File: config.mk
export PLATFORM = sky130hd
export DESIGN_NAME = seconds_to_calendar_date
export DESIGN_NICKNAME = d
export VERILOG_FILES = /design/src/rtl/stcd_pkg.sv /design/src/rtl/seconds_to_calendar_date.sv
export SDC_FILE = /design/constraint.sdc
export NUM_CORES = 2
export LEC_CHECK = 0
export BUFFER_PORTS_ARGS = -buffer_cell sky130_fd_sc_hd__buf_4
export CORE_UTILIZATION = 35
export DETAILED_ROUTE_END_ITERATION = 10
export PLACE_DENSITY = 0.51
export SLEW_MARGIN = 25
export SYNTH_ARGS = -nofsm -noshare
export SYNTH_HDL_FRONTEND = slang
export SYNTH_SLANG_ARGS = --single-unit
File: constraint.sdc
create_clock -name clock -period 19.65 [get_ports clock]
set_input_delay 3.93 -clock clock [delete_from_list [all_inputs] [get_ports clock]]
set_output_delay 3.93 -clock clock [all_outputs]
set_load 0.05 [all_outputs]
File: src/rtl/stcd_pkg.sv
// Shared constants for the seconds-to-calendar-date pipeline.
// Reciprocal multipliers, day-number constants and month tables.
// No dependencies.
package stcd_pkg;

   // Number of register stages from the request transfer to the response register.
   localparam int STAGES = 9;

   // Offset register reset value: eight hours.
   localparam logic signed [16:0] ZONE_RESET = 17'sd28800;

   // Seconds per day is 128 * 675. The quotient by 675 uses an exact
   // reciprocal multiply for any 26-bit dividend: ceil(2^36 / 675).
   localparam int          DAY_SHIFT  = 36;
   localparam logic [26:0] DAY_RECIP  = 27'd101806633;
   localparam logic [9:0]  DAY_DIV    = 10'd675;

   // Day number of 1904-01-01 and the Gregorian century correction.
   // alpha = floor((4a - 7468865) / 146097) is 15 at the epoch and
   // steps up at the day numbers below; only the first is reachable.
   localparam logic [21:0] EPOCH_DAY  = 22'd2416481;
   localparam logic [4:0]  ALPHA_BASE = 5'd15;
   localparam logic [21:0] ALPHA_16   = 22'd2451605;
   localparam logic [21:0] ALPHA_17   = 22'd2488129;
   localparam logic [21:0] B_OFFSET   = 22'd1525;

   // c = floor((20b - 2442) / 7305), exact reciprocal ceil(2^39 / 7305).
   localparam logic [26:0] C_BIAS     = 27'd2442;
   localparam int          C_SHIFT    = 39;
   localparam logic [26:0] C_RECIP    = 27'd75257470;

   // Hours: tod / 3600 = (tod / 16) / 225, reciprocal ceil(2^21 / 225).
   localparam int          HOUR_SHIFT = 21;
   localparam logic [13:0] HOUR_RECIP = 14'd9321;
   localparam logic [11:0] SEC_PER_HR = 12'd3600;

   // Minutes: rs / 60 = (rs / 4) / 15, reciprocal ceil(2^14 / 15).
   localparam int          MIN_SHIFT  = 14;
   localparam logic [10:0] MIN_RECIP  = 11'd1093;
   localparam logic [11:0] SEC_PER_MN = 12'd60;

   // Year bases for the final step of the Julian-day method.
   localparam logic [12:0] YEAR_BASE_LATE  = 13'd4716;
   localparam logic [12:0] YEAR_BASE_EARLY = 13'd4715;

   // Smallest d with floor(d / 30.6001) >= k, for k = 1 .. 15.
   localparam logic [8:0] E_THRESH [15] = '{
      9'd31,  9'd62,  9'd92,  9'd123, 9'd154, 9'd184, 9'd215, 9'd245,
      9'd276, 9'd307, 9'd337, 9'd368, 9'd398, 9'd429, 9'd460
   };

   // floor(30.6001 * e), for e = 0 .. 15.
   localparam logic [8:0] DAY_BASE [16] = '{
      9'd0,   9'd30,  9'd61,  9'd91,  9'd122, 9'd153, 9'd183, 9'd214,
      9'd244, 9'd275, 9'd306, 9'd336, 9'd367, 9'd397, 9'd428, 9'd459
   };

endpackage

File: src/rtl/seconds_to_calendar_date.sv
// Top level of the seconds-to-calendar-date converter: a nine-stage pipeline.
// Depends on stcd_pkg for its constants and month tables.
//
// Usage
//   Request channel: req_valid / req_ready with req_epoch_seconds, an
//   unsigned count of seconds since 1904-01-01 00:00:00. Every request
//   transfer yields exactly one response transfer, in order.
//   Response channel: rsp_valid / rsp_ready with year, month, day_of_month,
//   hour, minute and second of the local date and time.
//   Configuration: csr_valid / csr_ready with csr_zone_offset_seconds, a
//   signed offset added to the count before conversion. csr_ready is always
//   high; write only while no request is in flight.
//   Throughput: one request per cycle unless a stall holds the pipeline,
//   which has nine register stages.
//   Reset: empties the pipeline and sets the offset to eight hours.
//   Stall: when rsp_ready is low the response register holds; empty stages
//   upstream still fill, and req_ready falls only once every stage is full.
//   Counts that fall before the epoch after the offset clamp to 1904-01-01.
module seconds_to_calendar_date
   import stcd_pkg::*;
(
   input  logic               clock,
   input  logic               reset,
   input  logic               req_valid,
   output logic               req_ready,
   input  logic [31:0]        req_epoch_seconds,
   output logic               rsp_valid,
   input  logic               rsp_ready,
   output logic [10:0]        rsp_year,
   output logic [3:0]         rsp_month,
   output logic [4:0]         rsp_day_of_month,
   output logic [4:0]         rsp_hour,
   output logic [5:0]         rsp_minute,
   output logic [5:0]         rsp_second,
   input  logic               csr_valid,
   output logic               csr_ready,
   input  logic signed [16:0] csr_zone_offset_seconds
);

   // Zone offset register. Writes are always taken.
   logic signed [16:0] zone_ff;

   assign csr_ready = 1'b1;

   always_ff @(posedge clock) begin
      if (reset) begin
         zone_ff <= ZONE_RESET;
      end else if (csr_valid) begin
         zone_ff <= csr_zone_offset_seconds;
      end
   end

   // Stage valid bits and load enables. A stage loads when it is empty or
   // when the stage after it moves, so bubbles collapse under a stall.
   logic [STAGES-1:0] v_ff;
   logic [STAGES-1:0] en;

   always_comb begin
      en[STAGES-1] = !v_ff[STAGES-1] || rsp_ready;
      for (int i = STAGES - 2; i >= 0; i--) begin
         en[i] = !v_ff[i] || en[i+1];
      end
   end

   assign req_ready = en[0];
   assign rsp_valid = v_ff[STAGES-1];

   always_ff @(posedge clock) begin
      if (reset) begin
         v_ff <= '0;
      end else begin
         if (en[0]) begin
            v_ff[0] <= req_valid;
         end
         for (int i = 1; i < STAGES; i++) begin
            if (en[i]) begin
               v_ff[i] <= v_ff[i-1];
            end
         end
      end
   end

   // Stage 1: apply the offset and clamp negative sums to the epoch.
   logic [33:0] s1_total;
   logic [32:0] s1_t_in;
   logic [32:0] s1_t_ff;

   always_comb begin
      s1_total = {2'b00, req_epoch_seconds} + {{17{zone_ff[16]}}, zone_ff};
      s1_t_in  = s1_total[33] ? '0 : s1_total[32:0];
   end

   // Stage 2: whole days, as (t / 128) / 675 by reciprocal multiply.
   logic [52:0] s2_prod;
   logic [15:0] s2_days_in;
   logic [15:0] s2_days_ff;
   logic [32:0] s2_t_ff;

   always_comb begin
      s2_prod    = 53'(s1_t_ff[32:7]) * 53'(DAY_RECIP);
      s2_days_in = s2_prod[DAY_SHIFT+15:DAY_SHIFT];
   end

   // Stage 3: seconds into the day and the day number.
   logic [25:0] s3_part;
   logic [16:0] s3_tod_in;
   logic [21:0] s3_a_in;
   logic [16:0] s3_tod_ff;
   logic [21:0] s3_a_ff;

   always_comb begin
      s3_part   = s2_t_ff[32:7] - 26'(s2_days_ff) * 26'(DAY_DIV);
      s3_tod_in = {s3_part[9:0], s2_t_ff[6:0]};
      s3_a_in   = EPOCH_DAY + 22'(s2_days_ff);
   end

   // Stage 4: Gregorian correction into b, and the hour.
   logic [4:0]  s4_alpha;
   logic [21:0] s4_b_in;
   logic [26:0] s4_hprod;
   logic [4:0]  s4_hour_in;
   logic [21:0] s4_b_ff;
   logic [16:0] s4_tod_ff;
   logic [4:0]  s4_hour_ff;

   always_comb begin
      s4_alpha   = ALPHA_BASE + 5'(s3_a_ff >= ALPHA_16) + 5'(s3_a_ff >= ALPHA_17);
      s4_b_in    = s3_a_ff + B_OFFSET + 22'(s4_alpha - (s4_alpha >> 2));
      s4_hprod   = 27'(s3_tod_ff[16:4]) * 27'(HOUR_RECIP);
      s4_hour_in = s4_hprod[HOUR_SHIFT+4:HOUR_SHIFT];
   end

   // Stage 5: dividend for the year count, and seconds into the hour.
   logic [26:0] s5_n_wide;
   logic [25:0] s5_n_in;
   logic [11:0] s5_rs_in;
   logic [25:0] s5_n_ff;
   logic [21:0] s5_b_ff;
   logic [11:0] s5_rs_ff;
   logic [4:0]  s5_hour_ff;

   always_comb begin
      s5_n_wide = 27'(s4_b_ff) * 27'd20 - C_BIAS;
      s5_n_in   = s5_n_wide[25:0];
      s5_rs_in  = 12'(s4_tod_ff) - 12'(s4_hour_ff) * SEC_PER_HR;
   end

   // Stage 6: the count c by reciprocal multiply, and the minute.
   logic [52:0] s6_cprod;
   logic [12:0] s6_c_in;
   logic [20:0] s6_mprod;
   logic [5:0]  s6_minute_in;
   logic [12:0] s6_c_ff;
   logic [21:0] s6_b_ff;
   logic [11:0] s6_rs_ff;
   logic [4:0]  s6_hour_ff;
   logic [5:0]  s6_minute_ff;

   always_comb begin
      s6_cprod     = 53'(s5_n_ff) * 53'(C_RECIP);
      s6_c_in      = s6_cprod[C_SHIFT+12:C_SHIFT];
      s6_mprod     = 21'(s5_rs_ff[11:2]) * 21'(MIN_RECIP);
      s6_minute_in = s6_mprod[MIN_SHIFT+5:MIN_SHIFT];
   end

   // Stage 7: day within the shifted year, and the second.
   logic [23:0] s7_yprod;
   logic [21:0] s7_dwide;
   logic [8:0]  s7_d_in;
   logic [11:0] s7_sec_wide;
   logic [8:0]  s7_d_ff;
   logic [12:0] s7_c_ff;
   logic [4:0]  s7_hour_ff;
   logic [5:0]  s7_minute_ff;
   logic [5:0]  s7_second_ff;

   always_comb begin
      s7_yprod    = 24'(s6_c_ff) * 24'd1461;
      s7_dwide    = s6_b_ff - s7_yprod[23:2];
      s7_d_in     = s7_dwide[8:0];
      s7_sec_wide = s6_rs_ff - 12'(s6_minute_ff) * SEC_PER_MN;
   end

   // Stage 8: month index e as a count of threshold compares.
   logic [3:0]  s8_e_in;
   logic [3:0]  s8_e_ff;
   logic [8:0]  s8_d_ff;
   logic [12:0] s8_c_ff;
   logic [4:0]  s8_hour_ff;
   logic [5:0]  s8_minute_ff;
   logic [5:0]  s8_second_ff;

   always_comb begin
      s8_e_in = '0;
      for (int k = 0; k < 15; k++) begin
         s8_e_in = s8_e_in + 4'(s7_d_ff >= E_THRESH[k]);
      end
   end

   // Stage 9: day of month, month and year into the response register.
   logic [8:0]  s9_dom_wide;
   logic [3:0]  s9_month_in;
   logic [12:0] s9_year_wide;

   always_comb begin
      s9_dom_wide  = s8_d_ff - DAY_BASE[s8_e_ff];
      s9_month_in  = (s8_e_ff < 4'd14) ? s8_e_ff - 4'd1 : s8_e_ff - 4'd13;
      s9_year_wide = (s9_month_in > 4'd2) ? s8_c_ff - YEAR_BASE_LATE
                                          : s8_c_ff - YEAR_BASE_EARLY;
   end

   // Payload registers; only the valid bits are reset.
   always_ff @(posedge clock) begin
      if (en[0]) begin
         s1_t_ff <= s1_t_in;
      end
      if (en[1]) begin
         s2_t_ff    <= s1_t_ff;
         s2_days_ff <= s2_days_in;
      end
      if (en[2]) begin
         s3_tod_ff <= s3_tod_in;
         s3_a_ff   <= s3_a_in;
      end
      if (en[3]) begin
         s4_b_ff    <= s4_b_in;
         s4_tod_ff  <= s3_tod_ff;
         s4_hour_ff <= s4_hour_in;
      end
      if (en[4]) begin
         s5_n_ff    <= s5_n_in;
         s5_b_ff    <= s4_b_ff;
         s5_rs_ff   <= s5_rs_in;
         s5_hour_ff <= s4_hour_ff;
      end
      if (en[5]) begin
         s6_c_ff      <= s6_c_in;
         s6_b_ff      <= s5_b_ff;
         s6_rs_ff     <= s5_rs_ff;
         s6_hour_ff   <= s5_hour_ff;
         s6_minute_ff <= s6_minute_in;
      end
      if (en[6]) begin
         s7_d_ff      <= s7_d_in;
         s7_c_ff      <= s6_c_ff;
         s7_hour_ff   <= s6_hour_ff;
         s7_minute_ff <= s6_minute_ff;
         s7_second_ff <= s7_sec_wide[5:0];
      end
      if (en[7]) begin
         s8_e_ff      <= s8_e_in;
         s8_d_ff      <= s7_d_ff;
         s8_c_ff      <= s7_c_ff;
         s8_hour_ff   <= s7_hour_ff;
         s8_minute_ff <= s7_minute_ff;
         s8_second_ff <= s7_second_ff;
      end
      if (en[8]) begin
         rsp_year         <= s9_year_wide[10:0];
         rsp_month        <= s9_month_in;
         rsp_day_of_month <= s9_dom_wide[4:0];
         rsp_hour         <= s8_hour_ff;
         rsp_minute       <= s8_minute_ff;
         rsp_second       <= s8_second_ff;
      end
   end

   // The request side only stalls once every stage holds an item.
   a_ready_full: assert property (@(posedge clock) disable iff (reset)
      !req_ready |-> (&v_ff))
      else $error("req_ready low while a pipeline stage is empty");

   // Time of day fields stay in range on every response.
   a_time_range: assert property (@(posedge clock) disable iff (reset)
      rsp_valid |-> (rsp_hour < 5'd24) && (rsp_minute < 6'd60) && (rsp_second < 6'd60))
      else $error("time of day out of range");

   // Month and day of month stay in range on every response.
   a_date_range: assert property (@(posedge clock) disable iff (reset)
      rsp_valid |-> (rsp_month >= 4'd1) && (rsp_month <= 4'd12)
                    && (rsp_day_of_month >= 5'd1) && (rsp_day_of_month <= 5'd31))
      else $error("month or day of month out of range");

   // Years stay between the epoch year, 1904, and 2041.
   a_year_range: assert property (@(posedge clock) disable iff (reset)
      rsp_valid |-> (rsp_year >= 11'd1904) && (rsp_year <= 11'd2041))
      else $error("year out of range");

endmodule
## Word-level counts from Yosys, hierarchy flattened

Memory sizes are Yosys's and may differ from the RTL's.
Index checks and enable logic that the tools add are counted.

- Bits in registers: 372
- Bits in read-only memories: 144
- Input bits: 54
- Output and inout port bits: 40
- Word-level logic and storage cells: 128
- Memories: 1

Memory list:

| name | depth | width | rd ports | clocked after Yosys merged registers in | write ports | line | text |
|---|---|---|---|---|---|---|---|
| (no name shown) | 16 | 9 | 1 | 0 | 0 | seconds_to_calendar_date.sv:206 | `s9_dom_wide = s8_d_ff - DAY_BASE[s8_e_ff];` |

- Add/sub/neg operators: 31
- Multipliers: 9
- Magnitude comparators: 20
- Muxes and demuxes: 4
- Bitwise gates (word level): 1
- Reduce and logical (&&, ||, !) cells: 18

Operator list:

| kind | count |
|---|---|
| 9-bit greater-or-equal comparator (second input constant) | 7 |
| 26-bit by 27-bit multiplier with 52-bit output (second input constant) | 1 |
| 26-bit by 26-bit multiplier with 51-bit output (second input constant) | 1 |
| 4-bit by 1-bit adder with 4-bit output | 11 |
| 22-bit greater-or-equal comparator (second input constant) | 2 |
| 9-bit by 8-bit greater-or-equal comparator with 1-bit output (second input constant) | 4 |
| 33-bit by 17-bit adder with 34-bit output | 1 |
| 13-bit by 14-bit multiplier with 26-bit output (second input constant) | 1 |
| 26-bit by 12-bit subtractor with 26-bit output (second input constant) | 1 |
| 22-bit by 3-bit multiplier with 24-bit output (second input constant) | 1 |
| 22-bit by 11-bit adder with 22-bit output (second input constant) | 1 |
| 22-bit by 16-bit adder with 22-bit output (first input constant) | 1 |
| 22-bit adder | 1 |
| 11-bit by 10-bit subtractor with 11-bit output (second input constant) | 2 |
| 10-bit by 11-bit multiplier with 20-bit output (second input constant) | 1 |
| 9-bit by 7-bit greater-or-equal comparator with 1-bit output (second input constant) | 2 |
| 16-bit by 10-bit multiplier with 10-bit output (second input constant) | 1 |
| 13-bit by 11-bit multiplier with 11-bit output (second input constant) | 1 |
| 12-bit subtractor | 1 |
| 11-bit 2-to-1 mux | 1 |
| 5-bit 2-to-1 mux | 2 |
| 10-bit subtractor | 1 |
| 9-bit by 5-bit greater-or-equal comparator with 1-bit output (second input constant) | 1 |
| 9-bit by 6-bit greater-or-equal comparator with 1-bit output (second input constant) | 1 |
| 20 further kinds | 36 |

## Logic depth before layout (Yosys ltp)

- Depth in word-level cells: 15
- Mapped depth: 25
- Depth with buffers taken out: 25

## Worst setup path after synthesis

OpenSTA, ideal clock, no wires.

- Path type: input-to-output
- From: in rsp_ready
- To: out req_ready
- Arrival time: 7176 ps
- Data required time: 15720 ps
- Path slack: 8544 ps
- Stages: 6
- Path buffers: 0
- Path through: nor2b_1 -> and3_1 -> and2_1 -> nand3_1 -> nor2_1 -> nand3_1

- Cells in the longest elaborated chain, start to end: 9

RTL lines:

| element | line | text |
|---|---|---|
| start, declared | seconds_to_calendar_date.sv:28 | `input logic rsp_ready,` |
| 1-bit logical OR | seconds_to_calendar_date.sv:59 | `en[STAGES-1] = !v_ff[STAGES-1] \|\| rsp_ready;` |
| 1-bit logical OR (5 in a row) | seconds_to_calendar_date.sv:61 | `en[i] = !v_ff[i] \|\| en[i+1];` |
| via en[3] | seconds_to_calendar_date.sv:56 | `logic [STAGES-1:0] en;` |
| 1-bit logical OR (3 in a row) | seconds_to_calendar_date.sv:61 |  |
| end, declared | seconds_to_calendar_date.sv:25 | `output logic req_ready,` |

The timed path passes the listed nets, and every way through them passes these cells.

## Worst setup path in the final report

Same ends and word-level chain as after synthesis.

==> impl_metrics.json <==
{
  "outcome": "finished clean",
  "clkTransAtPathRegs_ns": 0.06,
  "dp_hpwl_um": 75900,
  "clk_latency_ns": 0.58,
  "io_buffers": 92,
  "cp.required_ns": 15.72,
  "cts-resized-gates": 0,
  "synth_cell_types": 76,
  "initial_core_util": 0.354,
  "wl_per_cell_um": 15.6,
  "ys_dominant_reg_cell": "edfxtp_1",
  "tns_ns": 0,
  "htree_levels": 2,
  "drive_gt1_frac": 0.0502,
  "syn_to_final_growth_pct": 9.66,
  "slew_viol_final": 0,
  "drtAntennaViolNets": 0,
  "path_cells": "buf_4, nor2b_1, and3_1, and2_1, nand3_2, nor2_1, nand3_2, buf_4, buf_4",
  "ios": 94,
  "path_class": "input pin to output pin",
  "clock-sinks": 359,
  "grt_overflow": 0,
  "hold_violations": 0,
  "worstMarginPinSlew_ns": 0.975,
  "cp_slowest_cell": "nand3_2",
  "cp_common_cell": "buf_4",
  "grt_usage": 0.150,
  "drt-met1-wl_um": 42600,
  "wl_met3_um": 2000,
  "core_region_area_sq_mm": 0.122,
  "final_common_cell": "inv_1",
  "synth_edf_count": 333,
  "grt_max_degree": 40,
  "slew_headroom": 0.349,
  "num_rows": 128,
  "die-area_sq_mm": 0.125,
  "die_w_um": 353,
  "post_cts_buffers": 0,
  "cp_top_family": "simple AND/OR/NAND/NOR gates",
  "cp_slowest_stage_delay_ns": 0.77,
  "place_congestion": 0.865,
  "wl_um": 89100,
  "wl_met2_um": 43200,
  "viasPerCell": 4.55,
  "cp_max_fo": 37,
  "numCtsBuffers": 41,
  "syn_inst": 3939,
  "grt_pass1_wl_um": 150000,
  "cts_root_buf": "clkbuf_16",
  "cp_num_buf_inv": 3,
  "drv_cap": 0,
  "ys_async_sr_fraction": 0,
  "postSynthAreaPerCell_sq_um": 11.0,
  "cts_tree": "done",
  "first_iter_violations": 824,
  "crit_arrival_ns": 6.98,
  "highest_layer": "met4",
  "ctsHoldBuffers": 0,
  "num_vias": 26067,
  "hold_path.class": "flop to flop",
  "grt_setup_unrepaired": "no",
  "nets": 5519,
  "cp-end-kind": "output pin",
  "diodes": 0,
  "startpoint_type": "input pin",
  "grt_pass1_vias": 28169,
  "die_y_um": 353,
  "timing.fmax_ghz": 0.0916,
  "first_pass_iters": 4,
  "setup_violations": 0,
  "ys_seq_elements": 359,
  "final_cell_mix": "1057 x inv_1, 848 x ha_1, 547 x fa_1",
  "yosysWarnings": 0,
  "ctsLongestPathBuffers": 3,
  "fin_crit_sh": 0.555,
  "seq_area_frac_synth": 0.243,
  "skew_ns": 0.0233,
  "drc": 0,
  "antenna_found_initial": 0,
  "period_needed_ns": 10.91,
  "synth_area_sq_mm": 0.0432
}
## stage by stage
step	hold slack (ns)	setup WS (ns)	utilization	area [sq um]	instances
2_1_floorplan	0.400	8.54	-	43200	3941
3_3_place_gp	0.401	8.70	0.376	46000	5652
3_5_place_dp	0.405	8.69	0.376	46000	5652
4_1_cts	0.414	8.68	0.388	47400	5727
5_1_grt	0.420	8.37	0.388	47400	5727
6_report	0.414	8.74	0.388	47400	5727
## final cells by class
cell class | count | area [sq um]
clock buffers | 47 | 1080
flip-flops and latches | 359 | 10500
repair buffers | 108 | 811
well taps | 1625 | 2030
fillers | 11974 | 74800
clock inverters | 28 | 339
multi-input cells | 2503 | 28700
inverters | 1057 | 3970
## cells in the mapped netlist, drive strengths merged, types with 23 or more instances
library cell	count	area (sq um)
ha	848	10600
a21oi	150	773
inv	1057	3970
xnor2	129	1140
nand3	40	200
nor2	137	514
xor2	72	631
edfxtp	333	10000
nor2b	23	144
fa	547	11000
o21ai	76	380
nor3	31	160
dfxtp	26	521
a21o	71	533
nand2	84	315
nand2b	25	156
## worst reg2reg max path: stages (launching register included)
cell and delay [ns]:
edfxtp_1 0.90, ha_1 0.42, fa_1 0.56, inv_1 0.06
fa_1 0.53, inv_1 0.06, fa_1 0.53, fa_1 0.46
fa_1 0.55, inv_1 0.05, fa_1 0.53, inv_1 0.05
ha_1 0.34, nand3_1 0.11, a211oi_1 0.39, o2111ai_1 0.24
a21oi_1 0.59, o211ai_1 0.24, a21oi_1 0.23, or3_1 0.16
a21oi_1 0.08, xnor2_1 0.12
## flip-flops by register name, indices dropped and copies added (netlist names), 11 cells and up
signal      cells
s4_b_ff        18
s2_days_ff     16
s8_c_ff        11
rsp_year       11
s3_tod_ff      17
s5_n_ff        24
s5_rs_ff       12
s1_t_ff        33
s6_c_ff        11
s7_c_ff        11
s4_tod_ff      12
s2_t_ff        17
zone_ff        17
s3_a_ff        17
## metal layers
metal  global-route usage  vias to the layer above
met5                    0                        -
met4               0.0273                        0
met3               0.0150                       75
met2                0.260                      258
met1                0.203                    12673
li1                     -                    13061
## logic make-up after synthesis
group | after synthesis | share of synthesized area
AOI/OAI and AO/OA | 459 | 0.0696
xor gates and xnor gates | 201 | 0.0409
adders and majority gates | 1395 | 0.499
DFF | 359 | 0.243
buffers and inverters | 1079 | 0.0943
muxes | 18 | 0.00478
and+or+nand+nor | 426 | 0.0482
other | 2 | 0.000174
## final timing paths
kind / from / endpoint / slack [ns] / depth (start not counted)
setup / recovery: rsp_ready / req_ready / 8.74 / 9
hold / removal: s7_hour_ff[4] / s8_hour_ff[4] / 0.41 / 0
setup reg to reg: s5_n_ff[13] / s6_c_ff[10] / 12.19 / 21
hold reg to reg: s7_hour_ff[4] / s8_hour_ff[4] / 0.41 / 0
Power is left out: the tool's default activity adds up to more than one toggle a clock period on the data nets, which glitch-free logic cannot reach.
